===== src/hw/rtl/c3s1a_pkg.sv =====
// ----------------------------------------------------------------------------
// c3s1a_pkg
// Shared constants and types for the 3x3 stride-1 accumulating convolution.
// ----------------------------------------------------------------------------
package c3s1a_pkg;

    localparam int MAX_WIDTH      = 1024;
    localparam int MAX_OUT_PIXELS = 4096;
    localparam int MAX_CHANNELS   = 1024;
    localparam int PIXEL_BITS     = 16;
    localparam int TAPS           = 9;
    localparam int CFG_BITS       = 11;
    localparam int ACC_BITS       = 48;
    localparam int OIDX_BITS      = $clog2(MAX_OUT_PIXELS);
    localparam int COL_BITS       = $clog2(MAX_WIDTH);
    localparam int PROD_BITS      = 2 * PIXEL_BITS;
    localparam int Q_DEPTH        = 2;

    localparam logic [1:0] REG_WIDTH    = 2'd0;
    localparam logic [1:0] REG_HEIGHT   = 2'd1;
    localparam logic [1:0] REG_CHANNELS = 2'd2;

    localparam logic OP_WEIGHT = 1'b0;
    localparam logic OP_PIXEL  = 1'b1;

    typedef logic signed [PIXEL_BITS-1:0] t_pix;

    // Work handed from the front end to the datapath: one complete window
    // with the kernel taps that were loaded when its pixel arrived.
    typedef struct packed {
        t_pix [TAPS-1:0]        win;
        t_pix [TAPS-1:0]        taps;
        logic [OIDX_BITS-1:0]   oidx;
        logic                   first_ch;
        logic                   emit;
        logic                   last;
    } t_job;

endpackage


===== src/hw/rtl/c3s1a_queue.sv =====
// ----------------------------------------------------------------------------
// c3s1a_queue
// Small job queue between front end and datapath.
// ----------------------------------------------------------------------------
module c3s1a_queue import c3s1a_pkg::*; (
    input  logic i_clk,
    input  logic i_rst_n,
    input  logic i_push,
    input  t_job i_job,
    input  logic i_pop,
    output logic o_valid,
    output t_job o_job,
    output logic [$clog2(Q_DEPTH+1)-1:0] o_count
);
    localparam int PB = $clog2(Q_DEPTH);
    t_job           r_mem [Q_DEPTH];
    logic [PB-1:0]  r_wp, r_rp;
    logic [$clog2(Q_DEPTH+1)-1:0] r_cnt;

    assign o_valid = r_cnt != '0;
    assign o_job   = r_mem[r_rp];
    assign o_count = r_cnt;

    always_ff @(posedge i_clk) begin
        if (!i_rst_n) begin
            r_wp <= '0; r_rp <= '0; r_cnt <= '0;
        end else begin
            if (i_push) r_wp <= (r_wp == PB'(Q_DEPTH-1)) ? '0 : r_wp + 1'b1;
            if (i_pop)  r_rp <= (r_rp == PB'(Q_DEPTH-1)) ? '0 : r_rp + 1'b1;
            r_cnt <= r_cnt + (i_push ? 1'b1 : 1'b0) - (i_pop ? 1'b1 : 1'b0);
        end
    end

    always_ff @(posedge i_clk) begin
        if (i_push) r_mem[r_wp] <= i_job;
    end

    assert property (@(posedge i_clk) disable iff (!i_rst_n)
        i_pop |-> o_valid) else $error("pop from empty queue");
    assert property (@(posedge i_clk) disable iff (!i_rst_n)
        r_cnt <= ($clog2(Q_DEPTH+1))'(Q_DEPTH)) else $error("queue overflow");
    assert property (@(posedge i_clk) disable iff (!i_rst_n)
        (r_cnt == ($clog2(Q_DEPTH+1))'(Q_DEPTH) && !i_pop) |-> !i_push)
        else $error("push into full queue");
endmodule


===== config.mk =====
export PLATFORM = sky130hd
export DESIGN_NAME = c3s1a_queue
export DESIGN_NICKNAME = d
export VERILOG_FILES = /design/src/hw/rtl/c3s1a_pkg.sv /design/src/hw/rtl/c3s1a_queue.sv
export SDC_FILE = /design/constraint.sdc
export NUM_CORES = 1
export LEC_CHECK = 0
export BUFFER_PORTS_ARGS = -buffer_cell sky130_fd_sc_hd__buf_2
export CORE_AREA = 2 2 237 239
export DETAILED_ROUTE_END_ITERATION = 10
export DIE_AREA = 0 0 239 241
export GPL_TIMING_DRIVEN = 1
export PLACE_DENSITY = 0.68
export SETUP_SLACK_MARGIN = 0.02
export SLEW_MARGIN = 20
export SYNTH_ARGS = -nofsm -noshare
export SYNTH_HDL_FRONTEND = slang
export SYNTH_SLANG_ARGS = --single-unit

===== constraint.sdc =====
create_clock -name i_clk -period 13.5 [get_ports i_clk]
set_input_delay 0.675 -clock i_clk [delete_from_list [all_inputs] [get_ports i_clk]]
set_output_delay 0.675 -clock i_clk [all_outputs]
set_load 0.005 [all_outputs]

==> results.py, run 1 <==
metrics = {
    "power_and_ir_drop": {
        "max-vdd-ir-drop_v": 0.000132,
        "p_leak_nw": 11.4,
        "power_mw": 4.32,
        "p_per_area_nw_per_um2": 149,
    },
    "drt": {
        "drtAntennaViolNets": 0,
        "wl_per_cell_um": 20.7,
        "wl_um": 49400,
        "first_pass_iters": 4,
        "drt_iter0_markers": 468,
        "drc_errors": 0,
        "num_vias": 11400,
        "viasPerCell": 4.80,
    },
    "yosys": {
        "avgSynthCellArea_um2": 24.1,
        "syn-num-nets": 1272,
        "ys_ff_latch": 611,
        "netlist_area_um2": 23200,
        "synth_warnings": 0,
        "yosys.area.top_type": "edfxtp_1",
        "synth_cell_types": 15,
        "synth_top_cell_area_share_pct": 78.4,
        "synth_area_leaders": "edfxtp_1, mux2_4, mux2_2",
        "synth_cells": 963,
        "ys_seq_area_share_pct": 78.8,
    },
    "timing": {
        "period_share_pct": 33.9,
        "fin_setup_tns_ns": 0,
        "fmax_mhz": 219,
        "maxSlewViolCount": 0,
        "rsz0062_at_grt": "no",
        "final_hold_viol_count": 0,
        "slew_headroom_pct": 25.8,
        "worst_pin_slew_ns": 1.11,
        "setup_viol": 0,
        "period_needed_ns": 4.57,
        "fin_skew_ns": 0.0319,
    },
    "critical_path": {
        "cpMaxStageDelayCell": "dfxtp_4",
        "path_common_cell": "buf_4",
        "crit_path_start_kind": "flip-flop",
        "end_kind": "output pin",
        "worst-path-max-fanout": 55,
        "max_stage_delay_ns": 0.94,
        "cp.arrival_ns": 3.90,
        "crit_type": "flip-flop to output pin",
        "crit_chain": "buf_4 -> buf_4 -> mux2_4 -> buf_2",
        "cp.required_ns": 12.82,
    },
    "layout": {
        "fin_cells": 2383,
        "layout_common_cells": "buf_2, edfxtp_1, mux2_4",
        "synthToLayoutAreaGrowth_pct": 24.6,
        "final_core_util_pct": 52.7,
        "layout_commonest_cell": "buf_2",
        "drive_gt1_share_pct": 60.9,
        "fin_nets": 1926,
    },
    "hold_path": {
        "hp-class": "primary input to flip-flop",
    },
    "placed_design": {
        "port_buffers": 612,
        "globalplace.congestion": 0.847,
        "dp.cells": 2257,
        "hpwl_um": 34000,
    },
    "clocking": {
        "clock-sinks": 611,
        "root_buffer": "clkbuf_16",
        "cts-resized-gates": 0,
        "cts_buffer_depth": 3,
        "cts_made_buffers": 61,
        "cts_setup_buffers": 0,
        "path_clk_slew_ns": 0.06,
        "cts_hold_buf": 0,
        "cts_tree": "done",
        "h-tree-depth": 2,
        "worstSkewPairLatency_ns": 0.60,
    },
    "grt": {
        "grt-ovfl-total": 0,
        "grt_pass1_vias": 11900,
        "antenna_found_initial": 14,
        "grt_start_max_net_pins": 113,
        "grt_pass1_wl_um": 69700,
        "grt_usage_pct": 16.1,
    },
    "floorplanning": {
        "num_rows": 86,
        "die_h_um": 241,
        "core-area_um2": 54900,
        "io_pins": 613,
        "die_w_um": 239,
        "dieArea_um2": 57600,
        "start_util_pct": 42.3,
    },
    "run": {
        "drv_cap": 0,
    },
    "status": {
        "status": "completed",
    },
}
==> Yosys cell counts <==
cell and number:
inv_1 2, edfxtp_1 606, mux2_4 270, and2_1 4, buf_2 3, xnor3_1 1
nor2b_1 3, buf_8 1, ha_1 2, mux2_2 33, or2_2 1, o21a_1 1
xor2_1 1, buf_6 30, dfxtp_1 5
==> worst max-delay path, delay by kind of cell (launching register included) <==
family	cells	cell delay [ns]
buffers and inverters	3	1.87
flip-flops	1	0.94
multiplexers	1	0.36
==> final timing paths <==
check | slack [ns] | endpoint | cells past startpoint | from
max | 8.93 | o_job[50] | 4 | flip-flop
min | 0.25 | r_mem[1][20]$_DFFE_PP_ | 1 | i_job[20]
max reg2reg | 10.30 | r_mem[1][221]$_DFFE_PP_ | 3 | r_wp$_SDFFE_PN0P_
min reg2reg | 0.60 | flip-flop | 2 | r_rp$_SDFFE_PN0P_
==> layout make-up <==
cell class,count,area [µm²]
Antenna cell,11,27.5
Inverter,2,7.51
Sequential cell,611,18300
Timing Repair Buffer,625,3190
Tap cell,704,881
Multi-Input combinational cell,316,4550
Clock buffer,79,1640
Clock inverter,35,319
Fill cell,4376,26000
==> registers in the layout (all words and copies together), names as in the netlist, named ones only <==
signal / flops
o_count: 2
r_mem: 606
r_wp: 1
r_rp: 1
==> routing by layer <==
layer / track usage [%] / wire length [µm] / part of all wire (%)
met2: 28.2 / 25800 / 52
met1: 17.9 / 18300 / 37
met4: 6.95 / 1560 / 3.2
met5: 0 / 40 / 0.081
met3: 5.19 / 3710 / 7.5
==> cell families after synthesis <==
kind of cell	after synthesis	share of synthesized area, %
fa+ha+maj	2	0.108
mux	303	19.1
buf+inv	36	1.62
compound gates	1	0.0324
flops	611	78.8
simple gates	8	0.216
xor+xnor	2	0.135
==> where the power goes <==
group	total, mW	internal, mW	switching, mW
clock network	1.64	0.964	0.673
logic	0.449	0.248	0.202
registers	2.23	2.20	0.0339
==> metrics by stage <==
stage | instance area, µm² | setup WS [ns] | hold slack (ns)
5_1_grt | 28900 | 8.72 | 0.217
4_1_cts | 28900 | 8.87 | 0.198
2_1_floorplan | 23200 | 4.48 | 0.555
3_3_place_gp | 26900 | 9.62 | 0.560
6_report | 28900 | 8.93 | 0.253
3_5_place_dp | 26900 | 9.56 | 0.592
(Power assumes the default switching activity.)
==> run 2: changes to the inputs <==
ABC_AREA = 1   (was not set)
CORE_AREA = 2 2 239 241   (was 2 2 237 239)
DIE_AREA = 0 0 241 243   (was 0 0 239 241)
PLACE_DENSITY = 0.64   (was 0.68)
clock period = 4.3 ns   (was 13.5 ns; I/O delays follow)
==> results.py, run 2 <==
metrics = {
    "clocking": {
        "cts_buffer_depth": 3,
        "worstSkewPairLatency_ns": 0.61,
        "cts_tree": "done",
        "clock-sinks": 611,
        "cts_made_buffers": 61,
        "h-tree-depth": 2,
        "root_buffer": "clkbuf_16",
        "cts_setup_buffers": 0,
        "path_clk_slew_ns": 0.06,
    },
    "yosys": {
        "avgSynthCellArea_um2": 23.8,
        "synth_adder_area_share_pct": 0.108,
        "synthSimpleGateAreaFrac_pct": 0.280,
        "synthXorXnorAreaFrac_pct": 0,
        "synth_top_cell_area_share_pct": 78.4,
        "synth_compound_area_share_pct": 0.0216,
        "ys_seq_area_share_pct": 78.8,
        "synth_warnings": 0,
        "synth_cells": 975,
        "synth_edf_count": 606,
        "yosys.area.top_type": "edfxtp_1",
        "netlist_area_um2": 23200,
        "ys_ff_latch": 611,
        "muxShareOfSynthArea_pct": 19.1,
        "syn-num-nets": 1284,
        "synth_commonest_cells": "edfxtp_1, mux2_4, mux2_2",
        "synth_area_leaders": "edfxtp_1, mux2_4, mux2_2",
        "yosysMostFrequentCell": "edfxtp_1",
        "synth_ff_type": "edfxtp_1",
        "synth_top_family_by_area": "multiplexers",
        "synthArstFlopShare_pct": 0,
        "synth_cell_types": 13,
    },
    "placed_design": {
        "hpwl_um": 37000,
        "dp.cells": 2329,
        "port_buffers": 612,
        "globalplace.congestion": 0.834,
    },
    "drt": {
        "drtAntennaViolNets": 0,
        "wl_um": 55700,
        "drt_iter0_markers": 524,
        "drc_errors": 0,
        "num_vias": 12600,
        "first_pass_iters": 4,
        "wl_per_cell_um": 20.2,
        "viasPerCell": 4.60,
    },
    "status": {
        "status": "completed",
    },
    "grt": {
        "grt-ovfl-total": 0,
        "grt_usage_pct": 18.3,
        "antenna_found_initial": 3,
        "grt_start_max_net_pins": 103,
        "grt_pass1_wl_um": 80400,
        "grt_pass1_vias": 14000,
    },
    "critical_path": {
        "crit_path_start_kind": "flip-flop",
        "critical_path.top_delay_family": "flip-flops",
        "crit_chain": "buf_12 -> mux2_4 -> buf_2",
        "end_kind": "output pin",
        "max_stage_delay_ns": 0.87,
        "cp.required_ns": 4.09,
        "cpMaxStageDelayCell": "dfxtp_4",
        "crit_type": "flip-flop to output pin",
        "path_buf_inv": 2,
        "cp.arrival_ns": 2.57,
        "worst-path-max-fanout": 61,
    },
    "timing": {
        "rsz0062_at_grt": "no",
        "worst_pin_slew_ns": 0.804,
        "period_share_pct": 64.8,
        "slew_headroom_pct": 46.4,
        "fin_hold_ws_ns": 0.322,
        "fmax_mhz": 359,
        "setup_viol": 0,
        "fin_skew_ns": 0.0198,
        "period_needed_ns": 2.79,
        "final_hold_viol_count": 0,
        "maxSlewViolCount": 0,
    },
    "run": {
        "drv_cap": 0,
    },
    "layout": {
        "synthToLayoutAreaGrowth_pct": 39.0,
        "fin_nets": 2252,
        "final_core_util_pct": 57.7,
        "largest_reg_flops": 606,
        "layout_commonest_cell": "buf_2",
        "layout_common_cells": "buf_2, edfxtp_1, dlygate4sd3_1",
        "top_register": "r_mem",
        "fin_cells": 2752,
        "drive_gt1_share_pct": 51.5,
        "nFillCells": 4243,
    },
    "power_and_ir_drop": {
        "max-vdd-ir-drop_v": 0.000381,
        "p_leak_nw": 12.8,
        "p_per_area_nw_per_um2": 432,
    },
    "floorplanning": {
        "io_pins": 613,
        "die_w_um": 241,
        "core-area_um2": 56000,
        "start_util_pct": 41.5,
        "num_rows": 87,
        "die_h_um": 243,
        "dieArea_um2": 58600,
    },
    "hold_path": {
        "hp-class": "primary input to flip-flop",
    },
}
==> run 2: layout make-up <==
cell class                      count  area (µm²)  share of cell area [%]
Sequential cell                   611       18300                    56.7
Timing Repair Buffer              939        6400                    19.8
Multi-Input combinational cell    323        4530                    14.0
Clock buffer                       79        1640                    5.07
Tap cell                          756         946                    2.93
Clock inverter                     35         407                    1.26
Inverter                            7        30.0                  0.0931
Antenna cell                        2        5.00                  0.0155
==> run 2: path summary, 6_finish.rpt <==
check	from	endpoint	slack, ns	depth (start not counted)
worst min-delay path	i_job[302]	r_mem[1][302]$_DFFE_PP_	0.32	2
worst max-delay path	flip-flop	o_job[74]	1.51	3
worst max register to register	r_wp$_SDFFE_PN0P_	r_mem[1][212]$_DFFE_PP_	2.27	4
worst min register to register	r_rp$_SDFFE_PN0P_	flip-flop	0.51	2
==> run 2: through the flow <==
stage	setup slack, ns	instance area [µm²]	total power [mW]	setup TNS (ns)
floorplan	-1.04	23200	7.86	-588.25
global placement	2.14	27100	8.40	0
detailed placement	2.12	27100	8.43	0
CTS	1.44	32300	14.1	0
global route	1.39	32300	14.4	0
finish	1.51	32300	13.9	0
==> run 2: timing repair <==
item                                   in CTS  in global routing
gates resized for setup                     0                  0
hold buffers                              307                  0
endpoints found under the hold margin     611                  0
==> run 2: cell families (layout without fill, tap and decap cells) <==
kind of cell | count (synthesis) | in the layout
buffers and inverters | 41 | 1060
other | 0 | 2
adder cells (fa/ha/maj) | 2 | 2
flip-flops | 611 | 611
AO/OA/AOI/OAI | 1 | 1
AND/OR/NAND/NOR | 17 | 17
multiplexers | 303 | 303
==> run 2: report_power, final <==
part / internal [mW] / switching [mW]
Clock: 3.22 / 2.18
Combinational: 0.870 / 0.655
Sequential: 6.91 / 0.107
==> run 2: layer usage <==
layer / track usage [%] / part of all wire, %
met1: 19.4 / 36
met2: 33.2 / 53
met3: 5.22 / 6.8
met4: 8.24 / 4.2
met5: 0 / 0
==> run 2: worst reg2reg max path, stage by stage (launching register included) <==
cell and delay [ns]:
dfxtp_2 0.37, nand2_2 0.08, clkinvlp_4 0.35, buf_12 0.30
buf_12 0.42
==> run 3: changes to the inputs <==
CORE_AREA = 2 2 237 239   (was 2 2 239 241)
DIE_AREA = 0 0 239 241   (was 0 0 241 243)
PLACE_DENSITY = 0.68   (was 0.64)
clock period = 2.27 ns   (was 4.3 ns; I/O delays follow)
==> results.py, run 3 (synthesis gave the netlist of run 2 again) <==
metrics = {
    "timing": {
        "worst_pin_slew_ns": 0.356,
        "rsz0062_at_grt": "yes",
        "fin_setup_tns_ns": 0,
        "fin_ws_ns": 0.110,
        "fin_skew_ns": 0.0178,
        "setup_viol": 0,
        "maxSlewViolCount": 0,
        "period_share_pct": 95.2,
        "fmax_mhz": 463,
        "slew_headroom_pct": 76.2,
        "period_needed_ns": 2.16,
        "final_hold_viol_count": 0,
    },
    "grt": {
        "grt_start_max_net_pins": 54,
        "grt_usage_pct": 18.9,
        "grt-ovfl-total": 0,
        "antenna_found_initial": 9,
        "grt_pass1_vias": 14200,
        "grt_pass1_wl_um": 81900,
    },
    "layout": {
        "design_area_um2": 32700,
        "top_register": "r_mem",
        "layout_commonest_cell": "buf_2",
        "layout_common_cells": "buf_2, edfxtp_1, dlygate4sd3_1",
        "drive_gt1_share_pct": 52.5,
        "fin_nets": 2283,
        "synthToLayoutAreaGrowth_pct": 40.9,
        "fin_cells": 2735,
        "largest_reg_flops": 606,
    },
    "critical_path": {
        "worst-path-max-fanout": 25,
        "end_kind": "output pin",
        "max_stage_delay_ns": 0.41,
        "crit_path_start_kind": "flip-flop",
        "cp.required_ns": 2.16,
        "crit_type": "flip-flop to output pin",
        "r2r_cells": 7,
        "cpMaxStageDelayCell": "mux2_2",
        "crit_chain": "buf_12 -> buf_4 -> mux2_2 -> buf_2",
        "cp.arrival_ns": 2.05,
    },
    "drt": {
        "drtAntennaViolNets": 0,
        "wl_um": 56600,
        "drt_iter0_markers": 598,
        "num_vias": 13000,
        "first_pass_iters": 4,
        "wl_per_cell_um": 20.7,
        "viasPerCell": 4.74,
        "drc_errors": 0,
    },
    "placed_design": {
        "hpwl_um": 37100,
        "dp_slack_ns": 0.678,
        "place_area_um2": 27500,
        "globalplace.congestion": 0.818,
        "dp.cells": 2303,
        "port_buffers": 612,
    },
    "power_and_ir_drop": {
        "p_leak_nw": 13.0,
        "power_mw": 26.9,
        "p_per_area_nw_per_um2": 822,
        "max-vdd-ir-drop_v": 0.000699,
    },
    "floorplanning": {
        "core-area_um2": 54900,
        "dieArea_um2": 57600,
        "start_util_pct": 42.3,
        "num_rows": 86,
        "die_h_um": 241,
        "io_pins": 613,
        "die_w_um": 239,
    },
    "hold_path": {
        "min_path_cells": 2,
        "hp-class": "primary input to flip-flop",
    },
    "clocking": {
        "cts_buffer_depth": 3,
        "worstSkewPairLatency_ns": 0.60,
        "cts_made_buffers": 66,
        "h-tree-depth": 3,
        "cts_tree": "done",
        "path_clk_slew_ns": 0.06,
        "clock-sinks": 611,
        "root_buffer": "clkbuf_16",
    },
    "status": {
        "status": "completed",
    },
    "run": {
        "drv_cap": 0,
    },
}
run 3: what timing repair did:
item                                    in CTS  in global routing
buffers inserted                             0                  0
resized for setup                            1                  4
hold buffers                               307                  0
endpoints found under the setup margin       1                 24
hold endpoints to repair                   616                  0
run 3: worst paths after layout:
path	start	endpoint	slack, ns
max	flip-flop	o_job[9]	0.11
min	i_job[287]	r_mem[0][287]$_DFFE_PP_	0.24
min reg2reg	r_rp$_SDFFE_PN0P_	r_rp$_SDFFE_PN0P_	0.50
max reg2reg	o_count[0]$_SDFF_PN0_	o_count[0]$_SDFF_PN0_	0.58
run 3: report_power, final:
part           internal [mW]  switching [mW]
sequential              13.1           0.157
clock                   6.22            4.36
combinational           1.74            1.34
total                   21.0            5.86
run 3: layout make-up:
cell class	count	area, µm²
Antenna cell	6	15.0
Clock buffer	79	1740
Clock inverter	40	402
Fill cell	3926	22200
Inverter	7	30.0
Multi-Input combinational cell	323	4530
Sequential cell	611	18300
Tap cell	704	881
Timing Repair Buffer	965	6810
run 3: per-layer routing:
| layer | GRT usage, % | vias up | share of wire [%] |
|---|---|---|---|
| li1 | - | 5918 | - |
| met1 | 21.5 | 6394 | 38 |
| met2 | 33.3 | 512 | 52 |
| met3 | 5.10 | 133 | 6.9 |
| met4 | 8.58 | 4 | 3.7 |
| met5 | 0 | - | 0.042 |
run 3: worst max-delay path: cells and delay by family (launching register included):
family | cells | cell delay [ns]
muxes | 1 | 0.41
buffers and inverters | 3 | 0.65
DFF | 1 | 0.38
run 3: through the flow:
stage	hold slack (ns)	utilization [%]
global placement	0.301	50.0
global route	0.206	59.6
finish	0.241	59.6
floorplan	0.207	-
detailed placement	0.304	50.0
CTS	0.193	59.5
